===== src/pbc_pkg.sv =====
// ----------------------------------------------------------------------------
// pbc_pkg: shared types for the position bias corrector
// Holds the controller state encoding and the command bundle that the
// controller sends to the datapath.
// ----------------------------------------------------------------------------
package pbc_pkg;

    // Number of position axes and the width of an axis index.
    localparam int NUM_AXES  = 3;
    localparam int AXIS_W    = 2;
    localparam logic [AXIS_W-1:0] AXIS_FIRST = 2'd0;
    localparam logic [AXIS_W-1:0] AXIS_LAST  = 2'd2;

    // Controller states, one-hot.
    typedef enum logic [6:0] {
        S_IDLE   = 7'b0000001,
        S_ERR    = 7'b0000010,
        S_ACC    = 7'b0000100,
        S_SUM    = 7'b0001000,
        S_DSTART = 7'b0010000,
        S_DWAIT  = 7'b0100000,
        S_FUSE   = 7'b1000000
    } t_state;

    // Commands from the controller to the datapath.
    typedef struct packed {
        logic              capture;    // take the input beat
        logic              err_step;   // latch inertial, form per-axis error
        logic              acc_step;   // update count, accumulators, marker
        logic              sum_step;   // form marker + inertial per axis
        logic              div_start;  // start the divider on the chosen axis
        logic              fuse;       // write the corrected value of the axis
        logic              out_load;   // move the results to the output register
        logic [AXIS_W-1:0] axis;       // axis being worked on
    } t_dp_cmd;

endpackage


===== src/pbc_divider.sv =====
// ----------------------------------------------------------------------------
// pbc_divider: radix-2 restoring unsigned divider
// Produces one quotient bit per cycle. The quotient is valid in the cycle
// in which o_done is high and stays until the next start.
// ----------------------------------------------------------------------------
module pbc_divider #(
    parameter int DIVIDEND_W = 57,
    parameter int DIVISOR_W  = 24
) (
    input  logic                  i_clk,
    input  logic                  i_rst_n,
    input  logic                  i_start,
    input  logic [DIVIDEND_W-1:0] i_dividend,
    input  logic [DIVISOR_W-1:0]  i_divisor,
    output logic                  o_done,
    output logic [DIVIDEND_W-1:0] o_quotient
);

    localparam int CNT_W = $clog2(DIVIDEND_W + 1);
    localparam logic [CNT_W-1:0] STEPS    = CNT_W'(DIVIDEND_W);
    localparam logic [CNT_W-1:0] LAST_CNT = CNT_W'(1);

    logic                  r_busy;
    logic                  r_done;
    logic [CNT_W-1:0]      r_cnt;
    logic [DIVISOR_W-1:0]  r_rem;
    logic [DIVIDEND_W-1:0] r_quo;
    logic [DIVISOR_W-1:0]  r_div;

    logic [DIVISOR_W:0]    n_shift;
    logic [DIVISOR_W:0]    n_diff;
    logic                  n_ge;

    // Shift in the next dividend bit and trial-subtract the divisor.
    always_comb begin
        n_shift = {r_rem, r_quo[DIVIDEND_W-1]};
        n_diff  = n_shift - {1'b0, r_div};
        n_ge    = (n_shift >= {1'b0, r_div});
    end

    // Control: busy flag, step counter and done pulse.
    always_ff @(posedge i_clk) begin
        if (!i_rst_n) begin
            r_busy <= 1'b0;
            r_done <= 1'b0;
            r_cnt  <= '0;
        end else begin
            r_done <= 1'b0;
            if (i_start) begin
                r_busy <= 1'b1;
                r_cnt  <= STEPS;
            end else if (r_busy) begin
                r_cnt <= r_cnt - LAST_CNT;
                if (r_cnt == LAST_CNT) begin
                    r_busy <= 1'b0;
                    r_done <= 1'b1;
                end
            end
        end
    end

    // Datapath: partial remainder and quotient shift register.
    always_ff @(posedge i_clk) begin
        if (i_start) begin
            r_rem <= '0;
            r_quo <= i_dividend;
            r_div <= i_divisor;
        end else if (r_busy) begin
            r_rem <= n_ge ? n_diff[DIVISOR_W-1:0] : n_shift[DIVISOR_W-1:0];
            r_quo <= {r_quo[DIVIDEND_W-2:0], n_ge};
        end
    end

    assign o_done     = r_done;
    assign o_quotient = r_quo;

endmodule


===== src/pbc_ctrl.sv =====
// ----------------------------------------------------------------------------
// pbc_ctrl: controller for the position bias corrector
// Steps one item through the state update and the three per-axis
// divisions, and owns the input ready and the output valid.
// ----------------------------------------------------------------------------
module pbc_ctrl (
    input  logic             i_clk,
    input  logic             i_rst_n,
    input  logic             i_in_valid,
    output logic             o_in_ready,
    output logic             o_out_valid,
    input  logic             i_out_ready,
    input  logic             i_div_done,
    output pbc_pkg::t_dp_cmd o_cmd
);
    import pbc_pkg::*;

    t_state            r_state, n_state;
    logic [AXIS_W-1:0] r_axis, n_axis;
    logic              r_out_valid, n_out_valid;
    logic              out_free;

    // The output register can take a new result when empty or being drained.
    assign out_free = !r_out_valid || i_out_ready;

    // Next-state logic.
    always_comb begin
        n_state = r_state;
        n_axis  = r_axis;
        case (r_state)
            S_IDLE: begin
                if (i_in_valid) begin
                    n_state = S_ERR;
                end
            end
            S_ERR: begin
                n_state = S_ACC;
            end
            S_ACC: begin
                n_state = S_SUM;
            end
            S_SUM: begin
                n_axis  = AXIS_FIRST;
                n_state = S_DSTART;
            end
            S_DSTART: begin
                n_state = S_DWAIT;
            end
            S_DWAIT: begin
                if (i_div_done) begin
                    n_state = S_FUSE;
                end
            end
            S_FUSE: begin
                if (r_axis != AXIS_LAST) begin
                    n_axis  = r_axis + 2'd1;
                    n_state = S_DSTART;
                end else if (out_free) begin
                    n_state = S_IDLE;
                end
            end
            default: begin
                n_state = S_IDLE;
            end
        endcase
    end

    // Commands to the datapath. The last axis holds in S_FUSE until the
    // output register is free; rewriting the same result meanwhile is harmless.
    always_comb begin
        o_cmd           = '0;
        o_cmd.axis      = r_axis;
        o_cmd.capture   = (r_state == S_IDLE) && i_in_valid;
        o_cmd.err_step  = (r_state == S_ERR);
        o_cmd.acc_step  = (r_state == S_ACC);
        o_cmd.sum_step  = (r_state == S_SUM);
        o_cmd.div_start = (r_state == S_DSTART);
        o_cmd.fuse      = (r_state == S_FUSE);
        o_cmd.out_load  = (r_state == S_FUSE) && (r_axis == AXIS_LAST) && out_free;
    end

    // Output valid: set on load, cleared once the beat is taken.
    always_comb begin
        n_out_valid = r_out_valid;
        if (o_cmd.out_load) begin
            n_out_valid = 1'b1;
        end else if (i_out_ready) begin
            n_out_valid = 1'b0;
        end
    end

    always_ff @(posedge i_clk) begin
        if (!i_rst_n) begin
            r_state     <= S_IDLE;
            r_axis      <= AXIS_FIRST;
            r_out_valid <= 1'b0;
        end else begin
            r_state     <= n_state;
            r_axis      <= n_axis;
            r_out_valid <= n_out_valid;
        end
    end

    assign o_in_ready  = (r_state == S_IDLE);
    assign o_out_valid = r_out_valid;

endmodule


===== src/pbc_datapath.sv =====
// ----------------------------------------------------------------------------
// pbc_datapath: state and arithmetic of the position bias corrector
// Holds the latched positions, error accumulators and sample count, and
// forms the corrected position one axis at a time through a shared divider.
// ----------------------------------------------------------------------------
module pbc_datapath #(
    parameter int POS_W = 32,
    parameter int CNT_W = 24,
    parameter int ACC_W = 57
) (
    input  logic                    i_clk,
    input  logic                    i_rst_n,
    input  pbc_pkg::t_dp_cmd        i_cmd,
    output logic                    o_div_done,
    input  logic                    i_imu_valid,
    input  logic signed [POS_W-1:0] i_imu_pos [pbc_pkg::NUM_AXES],
    input  logic                    i_marker_valid,
    input  logic signed [POS_W-1:0] i_marker_pos [pbc_pkg::NUM_AXES],
    output logic                    o_updated,
    output logic signed [POS_W-1:0] o_fused [pbc_pkg::NUM_AXES]
);
    import pbc_pkg::*;

    localparam int ERR_W = POS_W + 2;
    localparam int DIF_W = ACC_W + 2;
    localparam logic signed [ACC_W-1:0] ACC_MAX = {1'b0, {(ACC_W-1){1'b1}}};
    localparam logic signed [ACC_W-1:0] ACC_MIN = {1'b1, {(ACC_W-1){1'b0}}};
    localparam logic signed [POS_W-1:0] POS_MAX = {1'b0, {(POS_W-1){1'b1}}};
    localparam logic signed [POS_W-1:0] POS_MIN = {1'b1, {(POS_W-1){1'b0}}};
    localparam logic [CNT_W-1:0] CNT_ONE = CNT_W'(1);

    // Captured input beat.
    logic                    r_in_imu_v;
    logic                    r_in_mk_v;
    logic signed [POS_W-1:0] r_in_imu [NUM_AXES];
    logic signed [POS_W-1:0] r_in_mk  [NUM_AXES];

    // Fusion state.
    logic signed [POS_W-1:0] r_inertial [NUM_AXES];
    logic signed [POS_W-1:0] r_marker   [NUM_AXES];
    logic signed [ACC_W-1:0] r_acc      [NUM_AXES];
    logic [CNT_W-1:0]        r_count;

    // Working registers.
    logic signed [ERR_W-1:0] r_err  [NUM_AXES];
    logic signed [POS_W:0]   r_psum [NUM_AXES];
    logic signed [POS_W-1:0] r_res  [NUM_AXES];
    logic                    r_out_upd;
    logic signed [POS_W-1:0] r_out_fused [NUM_AXES];

    logic signed [POS_W-1:0] n_inertial [NUM_AXES];
    logic signed [ERR_W-1:0] n_err      [NUM_AXES];
    logic signed [ACC_W-1:0] n_acc      [NUM_AXES];
    logic signed [ACC_W:0]   acc_sum    [NUM_AXES];
    logic                    room;

    logic signed [ACC_W-1:0] sel_acc;
    logic                    sel_neg;
    logic [ACC_W-1:0]        sel_mag;
    logic                    div_done;
    logic [ACC_W-1:0]        div_quo;
    logic signed [ACC_W:0]   corr;
    logic signed [DIF_W-1:0] diff;
    logic [DIF_W-POS_W:0]    diff_hi;
    logic signed [POS_W-1:0] n_res;

    // Count freezes at its all-ones limit.
    assign room = (r_count != {CNT_W{1'b1}});

    // Error per axis against the freshly latched inertial position, and the
    // saturating accumulator update.
    always_comb begin
        for (int a = 0; a < NUM_AXES; a++) begin
            n_inertial[a] = r_in_imu_v ? r_in_imu[a] : r_inertial[a];
            n_err[a]      = ERR_W'(r_in_mk[a])
                          - (ERR_W'(r_marker[a]) + ERR_W'(n_inertial[a]));
            acc_sum[a]    = (ACC_W+1)'(r_acc[a]) + (ACC_W+1)'(r_err[a]);
            if (acc_sum[a][ACC_W] != acc_sum[a][ACC_W-1]) begin
                n_acc[a] = acc_sum[a][ACC_W] ? ACC_MIN : ACC_MAX;
            end else begin
                n_acc[a] = acc_sum[a][ACC_W-1:0];
            end
        end
    end

    // Input capture.
    always_ff @(posedge i_clk) begin
        if (i_cmd.capture) begin
            r_in_imu_v <= i_imu_valid;
            r_in_mk_v  <= i_marker_valid;
            for (int a = 0; a < NUM_AXES; a++) begin
                r_in_imu[a] <= i_imu_pos[a];
                r_in_mk[a]  <= i_marker_pos[a];
            end
        end
    end

    // Fusion state update.
    always_ff @(posedge i_clk) begin
        if (!i_rst_n) begin
            r_count <= '0;
            for (int a = 0; a < NUM_AXES; a++) begin
                r_inertial[a] <= '0;
                r_marker[a]   <= '0;
                r_acc[a]      <= '0;
            end
        end else begin
            if (i_cmd.err_step) begin
                for (int a = 0; a < NUM_AXES; a++) begin
                    r_inertial[a] <= n_inertial[a];
                end
            end
            if (i_cmd.acc_step && r_in_mk_v) begin
                if (room) begin
                    r_count <= r_count + CNT_ONE;
                end
                for (int a = 0; a < NUM_AXES; a++) begin
                    if (room) begin
                        r_acc[a] <= n_acc[a];
                    end
                    r_marker[a] <= r_in_mk[a];
                end
            end
        end
    end

    // Error and position-sum working registers.
    always_ff @(posedge i_clk) begin
        for (int a = 0; a < NUM_AXES; a++) begin
            if (i_cmd.err_step) begin
                r_err[a] <= n_err[a];
            end
            if (i_cmd.sum_step) begin
                r_psum[a] <= (POS_W+1)'(r_marker[a]) + (POS_W+1)'(r_inertial[a]);
            end
        end
    end

    // Divider operand: magnitude of the selected accumulator.
    always_comb begin
        sel_acc = r_acc[i_cmd.axis];
        sel_neg = sel_acc[ACC_W-1];
        sel_mag = sel_neg ? ACC_W'(-sel_acc) : ACC_W'(sel_acc);
    end

    pbc_divider #(
        .DIVIDEND_W (ACC_W),
        .DIVISOR_W  (CNT_W)
    ) u_divider (
        .i_clk      (i_clk),
        .i_rst_n    (i_rst_n),
        .i_start    (i_cmd.div_start),
        .i_dividend (sel_mag),
        .i_divisor  (r_count),
        .o_done     (div_done),
        .o_quotient (div_quo)
    );

    // Corrected position: restore the sign, subtract and saturate.
    always_comb begin
        if (r_count == '0) begin
            corr = '0;
        end else if (sel_neg) begin
            corr = -$signed({1'b0, div_quo});
        end else begin
            corr = $signed({1'b0, div_quo});
        end
        diff    = DIF_W'(r_psum[i_cmd.axis]) - DIF_W'(corr);
        diff_hi = diff[DIF_W-1:POS_W-1];
        if (!(&diff_hi) && (|diff_hi)) begin
            n_res = diff[DIF_W-1] ? POS_MIN : POS_MAX;
        end else begin
            n_res = diff[POS_W-1:0];
        end
    end

    // Per-axis results and the output register.
    always_ff @(posedge i_clk) begin
        if (i_cmd.fuse) begin
            r_res[i_cmd.axis] <= n_res;
        end
        if (i_cmd.out_load) begin
            r_out_upd <= r_in_imu_v || r_in_mk_v;
            for (int a = 0; a < NUM_AXES; a++) begin
                r_out_fused[a] <= (a == int'(i_cmd.axis)) ? n_res : r_res[a];
            end
        end
    end

    assign o_div_done = div_done;
    assign o_updated  = r_out_upd;
    assign o_fused    = r_out_fused;

endmodule


===== src/position_bias_corrector.sv =====
// ----------------------------------------------------------------------------
// position_bias_corrector: inertial/marker position fusion with drift removal
//
//   Channel   Handshake                  Beat contents
//   input     i_in_valid / o_in_ready    i_imu_valid, i_imu_x/y/z,
//                                        i_marker_valid, i_marker_x/y/z
//   output    o_out_valid / i_out_ready  o_updated, o_fused_x/y/z
//
// Each item runs three per-axis divisions in turn on one radix-2 divider
// that produces one quotient bit per cycle.
// Reset (i_rst_n low, synchronous) clears the latched positions, accumulators
// and the sample count, and empties the output register.
// A finished result waits in the output register while the next item is
// accepted; if it is still not taken when the next result is ready, the
// block holds that result and accepts no further item until it drains.
// ----------------------------------------------------------------------------
module position_bias_corrector #(
    parameter int POS_WIDTH   = 32,
    parameter int COUNT_WIDTH = 24
) (
    input  logic                        i_clk,
    input  logic                        i_rst_n,
    input  logic                        i_in_valid,
    output logic                        o_in_ready,
    input  logic                        i_imu_valid,
    input  logic signed [POS_WIDTH-1:0] i_imu_x,
    input  logic signed [POS_WIDTH-1:0] i_imu_y,
    input  logic signed [POS_WIDTH-1:0] i_imu_z,
    input  logic                        i_marker_valid,
    input  logic signed [POS_WIDTH-1:0] i_marker_x,
    input  logic signed [POS_WIDTH-1:0] i_marker_y,
    input  logic signed [POS_WIDTH-1:0] i_marker_z,
    output logic                        o_out_valid,
    input  logic                        i_out_ready,
    output logic                        o_updated,
    output logic signed [POS_WIDTH-1:0] o_fused_x,
    output logic signed [POS_WIDTH-1:0] o_fused_y,
    output logic signed [POS_WIDTH-1:0] o_fused_z
);
    import pbc_pkg::*;

    // Accumulator width, capped so that it stays within 62 bits.
    localparam int ACC_WIDTH = (POS_WIDTH + COUNT_WIDTH + 1 > 62) ?
                               62 : (POS_WIDTH + COUNT_WIDTH + 1);

    t_dp_cmd                 cmd;
    logic                    div_done;
    logic signed [POS_WIDTH-1:0] imu_pos    [NUM_AXES];
    logic signed [POS_WIDTH-1:0] marker_pos [NUM_AXES];
    logic signed [POS_WIDTH-1:0] fused      [NUM_AXES];

    // Gather the per-axis ports.
    assign imu_pos[0]    = i_imu_x;
    assign imu_pos[1]    = i_imu_y;
    assign imu_pos[2]    = i_imu_z;
    assign marker_pos[0] = i_marker_x;
    assign marker_pos[1] = i_marker_y;
    assign marker_pos[2] = i_marker_z;

    pbc_ctrl u_ctrl (
        .i_clk       (i_clk),
        .i_rst_n     (i_rst_n),
        .i_in_valid  (i_in_valid),
        .o_in_ready  (o_in_ready),
        .o_out_valid (o_out_valid),
        .i_out_ready (i_out_ready),
        .i_div_done  (div_done),
        .o_cmd       (cmd)
    );

    pbc_datapath #(
        .POS_W (POS_WIDTH),
        .CNT_W (COUNT_WIDTH),
        .ACC_W (ACC_WIDTH)
    ) u_datapath (
        .i_clk          (i_clk),
        .i_rst_n        (i_rst_n),
        .i_cmd          (cmd),
        .o_div_done     (div_done),
        .i_imu_valid    (i_imu_valid),
        .i_imu_pos      (imu_pos),
        .i_marker_valid (i_marker_valid),
        .i_marker_pos   (marker_pos),
        .o_updated      (o_updated),
        .o_fused        (fused)
    );

    assign o_fused_x = fused[0];
    assign o_fused_y = fused[1];
    assign o_fused_z = fused[2];

endmodule

===== config.mk =====
export PLATFORM = sky130hd
export DESIGN_NAME = position_bias_corrector
export DESIGN_NICKNAME = d
export VERILOG_FILES = /design/src/pbc_pkg.sv /design/src/pbc_divider.sv /design/src/pbc_ctrl.sv /design/src/pbc_datapath.sv /design/src/position_bias_corrector.sv
export SDC_FILE = /design/constraint.sdc
export NUM_CORES = 2
export LEC_CHECK = 0
export BUFFER_PORTS_ARGS = -buffer_cell sky130_fd_sc_hd__buf_2
export CORE_MARGIN = 2
export CORE_UTILIZATION = 55
export CTS_BUF_LIST = sky130_fd_sc_hd__clkbuf_8
export DETAILED_ROUTE_END_ITERATION = 10
export GPL_ROUTABILITY_DRIVEN = 0
export GPL_TIMING_DRIVEN = 0
export PLACE_DENSITY = 0.72
export RECOVER_POWER = 50
export SETUP_SLACK_MARGIN = 0.2
export SLEW_MARGIN = 15
export SYNTH_ARGS = -nofsm -noshare
export SYNTH_HDL_FRONTEND = slang
export SYNTH_SLANG_ARGS = --single-unit

===== constraint.sdc =====
create_clock -name i_clk -period 10.19 [get_ports i_clk]
set_input_delay 0.5095 -clock i_clk [delete_from_list [all_inputs] [get_ports i_clk]]
set_output_delay 0.5095 -clock i_clk [all_outputs]
set_load 0.005 [all_outputs]

==> impl_metrics.csv <==
group,metric,value,unit
timing,clock_skew,0.0645,ns
drt,viasPerCell,5.96,
power,p_per_area,152,nW/um^2
cts,clockRootBuffer,"clkbuf_8",
timing,worst_slack,0.561,ns
drt,wl_met2,90.8,mm
final_layout,multi_input_area,34000,sq um
timing,setup_viol,0,
timing,worstMarginPinSlew,3.54,ns
timing,rsz0062_at_grt,"false",
synthesis,yosysTopAreaCell,"edfxtp_1",
drt,top_layer_used,"met4",
worst_setup_path,ff2ff_path_depth,23,
synthesis,synth-simple-area-share,11.7,%
status,violations,"design-rule violations, max-capacitance violations, max-slew violations",
global_route,grt_pass1_wl,291,mm
worst_setup_path,worstPathMaxFanout,11,
floorplan,placementRows,129,
power,p_comb_share,19.3,%
global_route,grt_max_degree,101,
drt,postRouteAntennaNets,0,
power,switching_power,3420,uW
status,status,"complete, but fails checks",
floorplan,io_pins,297,
power,pwr-share-seq,45.1,%
cts,htreeDepth,4,
placement,io_buffers,295,
power,power_leakage,0.0311,uW
global_route,track_usage,29.7,%
cts,clkTransAtPathRegs,0.07,ns
final_layout,regArea,32400,sq um
drt,m1WireLength,76.7,mm
final_layout,nets,7803,
global_route,antenna_found_initial,7,
timing,final-hold-violation-count,0,
synthesis,synth_edf_count,1032,
drt,wl_met3,13.8,mm
min_path,min_from,"i_imu_z[27]",
synthesis,synth_most_common_cell,"edfxtp_1",
timing,slew_violations,637,
cts,cts_tree,"done",
floorplan,coreArea,124000,sq um
synthesis,synth_top_family_by_area,"compound AO/OA/AOI/OAI gates",
final_layout,instances_no_fill,8831,
power,intPower,8430,uW
timing,min_period,9.63,ns
worst_setup_path,cp-start-kind,"flip-flop",
cts,clkSinkCount,1100,
synthesis,synth_compound_area_share,16.6,%
timing,worst_hold_slack,0.261,ns
final_layout,syn_to_final_growth,13.8,%
synthesis,syn_area,68600,sq um
timing,tns,0,ns
synthesis,syn_inst,6340,
synthesis,synth-adder-area-share,11.5,%
worst_setup_path,critPathKind,"flip-flop to flip-flop",
synthesis,synthArstFlopShare,0,%
floorplan,dieArea,128000,sq um
timing,post-route-period-util,94.5,%
synthesis,netlist_top_cells_count,"edfxtp_1 (1032), o21ai_0 (489), ha_1 (464)",
placement,dpl.cell_count,8295,
flow_run,drv_cap,17,
worst_setup_path,crit_required,10.82,ns
synthesis,synth_ff_type,"edfxtp_1",
cts,clock_latency,0.96,ns
synthesis,syn_nets,7106,
final_layout,nFillCells,9735,
worst_setup_path,cp-end-kind,"flip-flop",
synthesis,ys_ff_latch,1100,
cts,cts_inserted_buffers,181,
drt,drc,34,
synthesis,syn_area_per_cell,10.8,sq um
synthesis,synth_xor_area_share,6.39,%
timing,fmax,104,MHz
drt,wl,193,mm
global_route,grt_pass1_vias,51357,
cts,clockBufferDepth,3,
global_route,grt.overflow.total,0,
floorplan,initial_core_util,55.4,%
worst_setup_path,reg2reg_to,"u_datapath.r_res[2][5]",
drt,initialDrtViolationCount,4948,
synthesis,synth_cell_type_count,104,
synthesis,yosysWarningCount,0,
power,p_sw_share,28.9,%
timing,slew_headroom,-136,%
drt,vias,52661,
synthesis,synthMuxAreaShare,3.36,%
placement,place_ws,0.460,ns
synthesis,synth_top_cell_area_share,45.1,%
worst_setup_path,rrSetupSlack,0.56,ns
placement,hpwl,146,mm
drt,drt_pre_antenna_iters,9,
floorplan,fp.dieH,357,microns
synthesis,ys_seq_area_share,47.1,%
floorplan,die_x,357,microns
drt,wl_per_cell,21.8,microns
power,ir_drop,0.142,mV
worst_setup_path,arrival,10.26,ns
min_path,holdCritPathClass,"input pin to flip-flop",
cts,postCtsSetupBuffers,0,
final_layout,drive_above_1_share,9.44,%
worst_setup_path,cp-endpoint,"u_datapath.r_res[2][5]",
power,p_clk_share,35.6,%
synthesis,yosys-top-cells-area,"edfxtp_1 (45%), ha_1 (8.5%), xnor2_1 (3.8%), o21ai_0 (3.6%), a21oi_1 (3.2%)",
[how the worst min path moves through the flow]
stage	cells past startpoint	slack, ns	end
after detailed placement	0	0.49	u_datapath.u_divider.r_div[20]
final	2	0.26	u_datapath.r_in_imu[0][91]
after floorplan	0	0.43	u_datapath.u_divider.r_div[1]
after global placement	0	0.48	u_datapath.u_divider.r_div[1]
after global routing	2	0.22	u_datapath.r_in_mk[0][30]
after CTS	2	0.19	u_datapath.r_in_imu[0][31]
[worst max-delay path: stages (launching register included)]
cell      delay, ns
dfxtp_1        0.43
buf_2          0.32
buf_2          0.38
buf_2          0.39
buf_1          0.59
clkbuf_2       0.52
buf_1          0.64
mux2i_1        0.80
o21ai_0        0.46
ha_1           0.46
a21oi_1        0.24
o211ai_1       0.17
a211oi_1       0.49
o21ai_0        0.32
o211ai_2       0.33
nand2_2        0.15
a31oi_4        0.45
nand4_1        0.17
nor4b_1        0.33
nor4b_2        0.29
nand4_1        0.40
nand3_1        0.43
buf_2          0.31
o31ai_1        0.17
[stage by stage]
step	utilization [%]	area (sq um)	power (uW)
CTS	63.5	78700	11900
global route	63.1	78100	12300
detailed placement	58.8	72800	7620
finish	63.1	78100	11800
floorplan	-	68600	7010
global placement	58.3	72200	7600
[layout by cell type, fill, tap and decap left out, drive strengths merged, types with 31 or more instances in the layout]
cell type    netlist  final
a211oi            59     59
a21o             236    236
a21oi            436    436
a31oi             49     49
and2             157    157
and3              49     49
buf               75    271
clkbuf           147    454
clkinv             0     72
dfxtp             68     68
dlygate4sd3        0    197
edfxtp          1032   1032
fa               104    104
ha               464    464
inv              303    357
mux2i            211    211
nand2            452    452
nand2b            61     61
nand3             89     89
nand4             69     69
nor2             459    459
nor2b             58     58
nor3              95     95
o21a              72     72
o21ai            523    523
o21bai            51     51
o221a             90     90
o31ai             38     38
or2               31     31
or3               35     35
xnor2            301    301
xor2             200    200
[timing repair]
item                       CTS  global route
hold buffers               197             0
resized for setup            0            13
hold endpoints to repair   198             0
setup endpoints to repair    0           186
[sequential cells by signal, summed over array words and instances (netlist names), 24 cells and up, named ones only]
signal / count
o_fused_x: 32
u_datapath.u_divider.r_rem: 24
u_datapath.r_marker: 96
u_datapath.r_psum: 99
u_datapath.u_divider.o_quotient: 57
o_fused_y: 32
u_datapath.r_in_imu: 96
u_datapath.r_res: 96
u_datapath.r_acc: 171
u_datapath.r_count: 24
u_datapath.r_inertial: 96
u_datapath.r_err: 102
u_datapath.u_divider.r_div: 24
o_fused_z: 32
u_datapath.r_in_mk: 96
[final cells by class]
cell class | count | share of cell area, %
Buffer | 225 | 1.43
Multi-Input combinational cell | 4711 | 43.6
Clock buffer | 186 | 3.28
Tap cell | 1637 | 2.62
Clock inverter | 150 | 1.73
Inverter | 303 | 1.47
Antenna cell | 4 | 0.0128
Timing Repair Buffer | 515 | 4.48
Sequential cell | 1100 | 41.4
[power groups by stage]
stage	Clock [uW]	Sequential [uW]	Combinational (uW)
floorplan	0	5390	1630
global placement	0	5470	2130
detailed placement	0	5420	2200
CTS	4250	5330	2270
global route	4470	5350	2520
finish	4220	5340	2290
[layer usage]
metal | GRT usage, % | up-vias
li1 | - | 24951
met1 | 37.5 | 25145
met2 | 49.0 | 2105
met3 | 4.84 | 460
met4 | 16.3 | 0
met5 | 0 | -
[cell families (layout without fill, tap and decap cells)]
kind of cell / Yosys count / after routing
buf+inv: 529 / 1379
xor+xnor: 501 / 501
fa+ha+maj: 568 / 568
mux: 228 / 228
simple gates: 1654 / 1654
compound gates: 1760 / 1760
other cells: 0 / 4
flops: 1100 / 1100
Note: power is estimated with default switching activity, not from simulation.
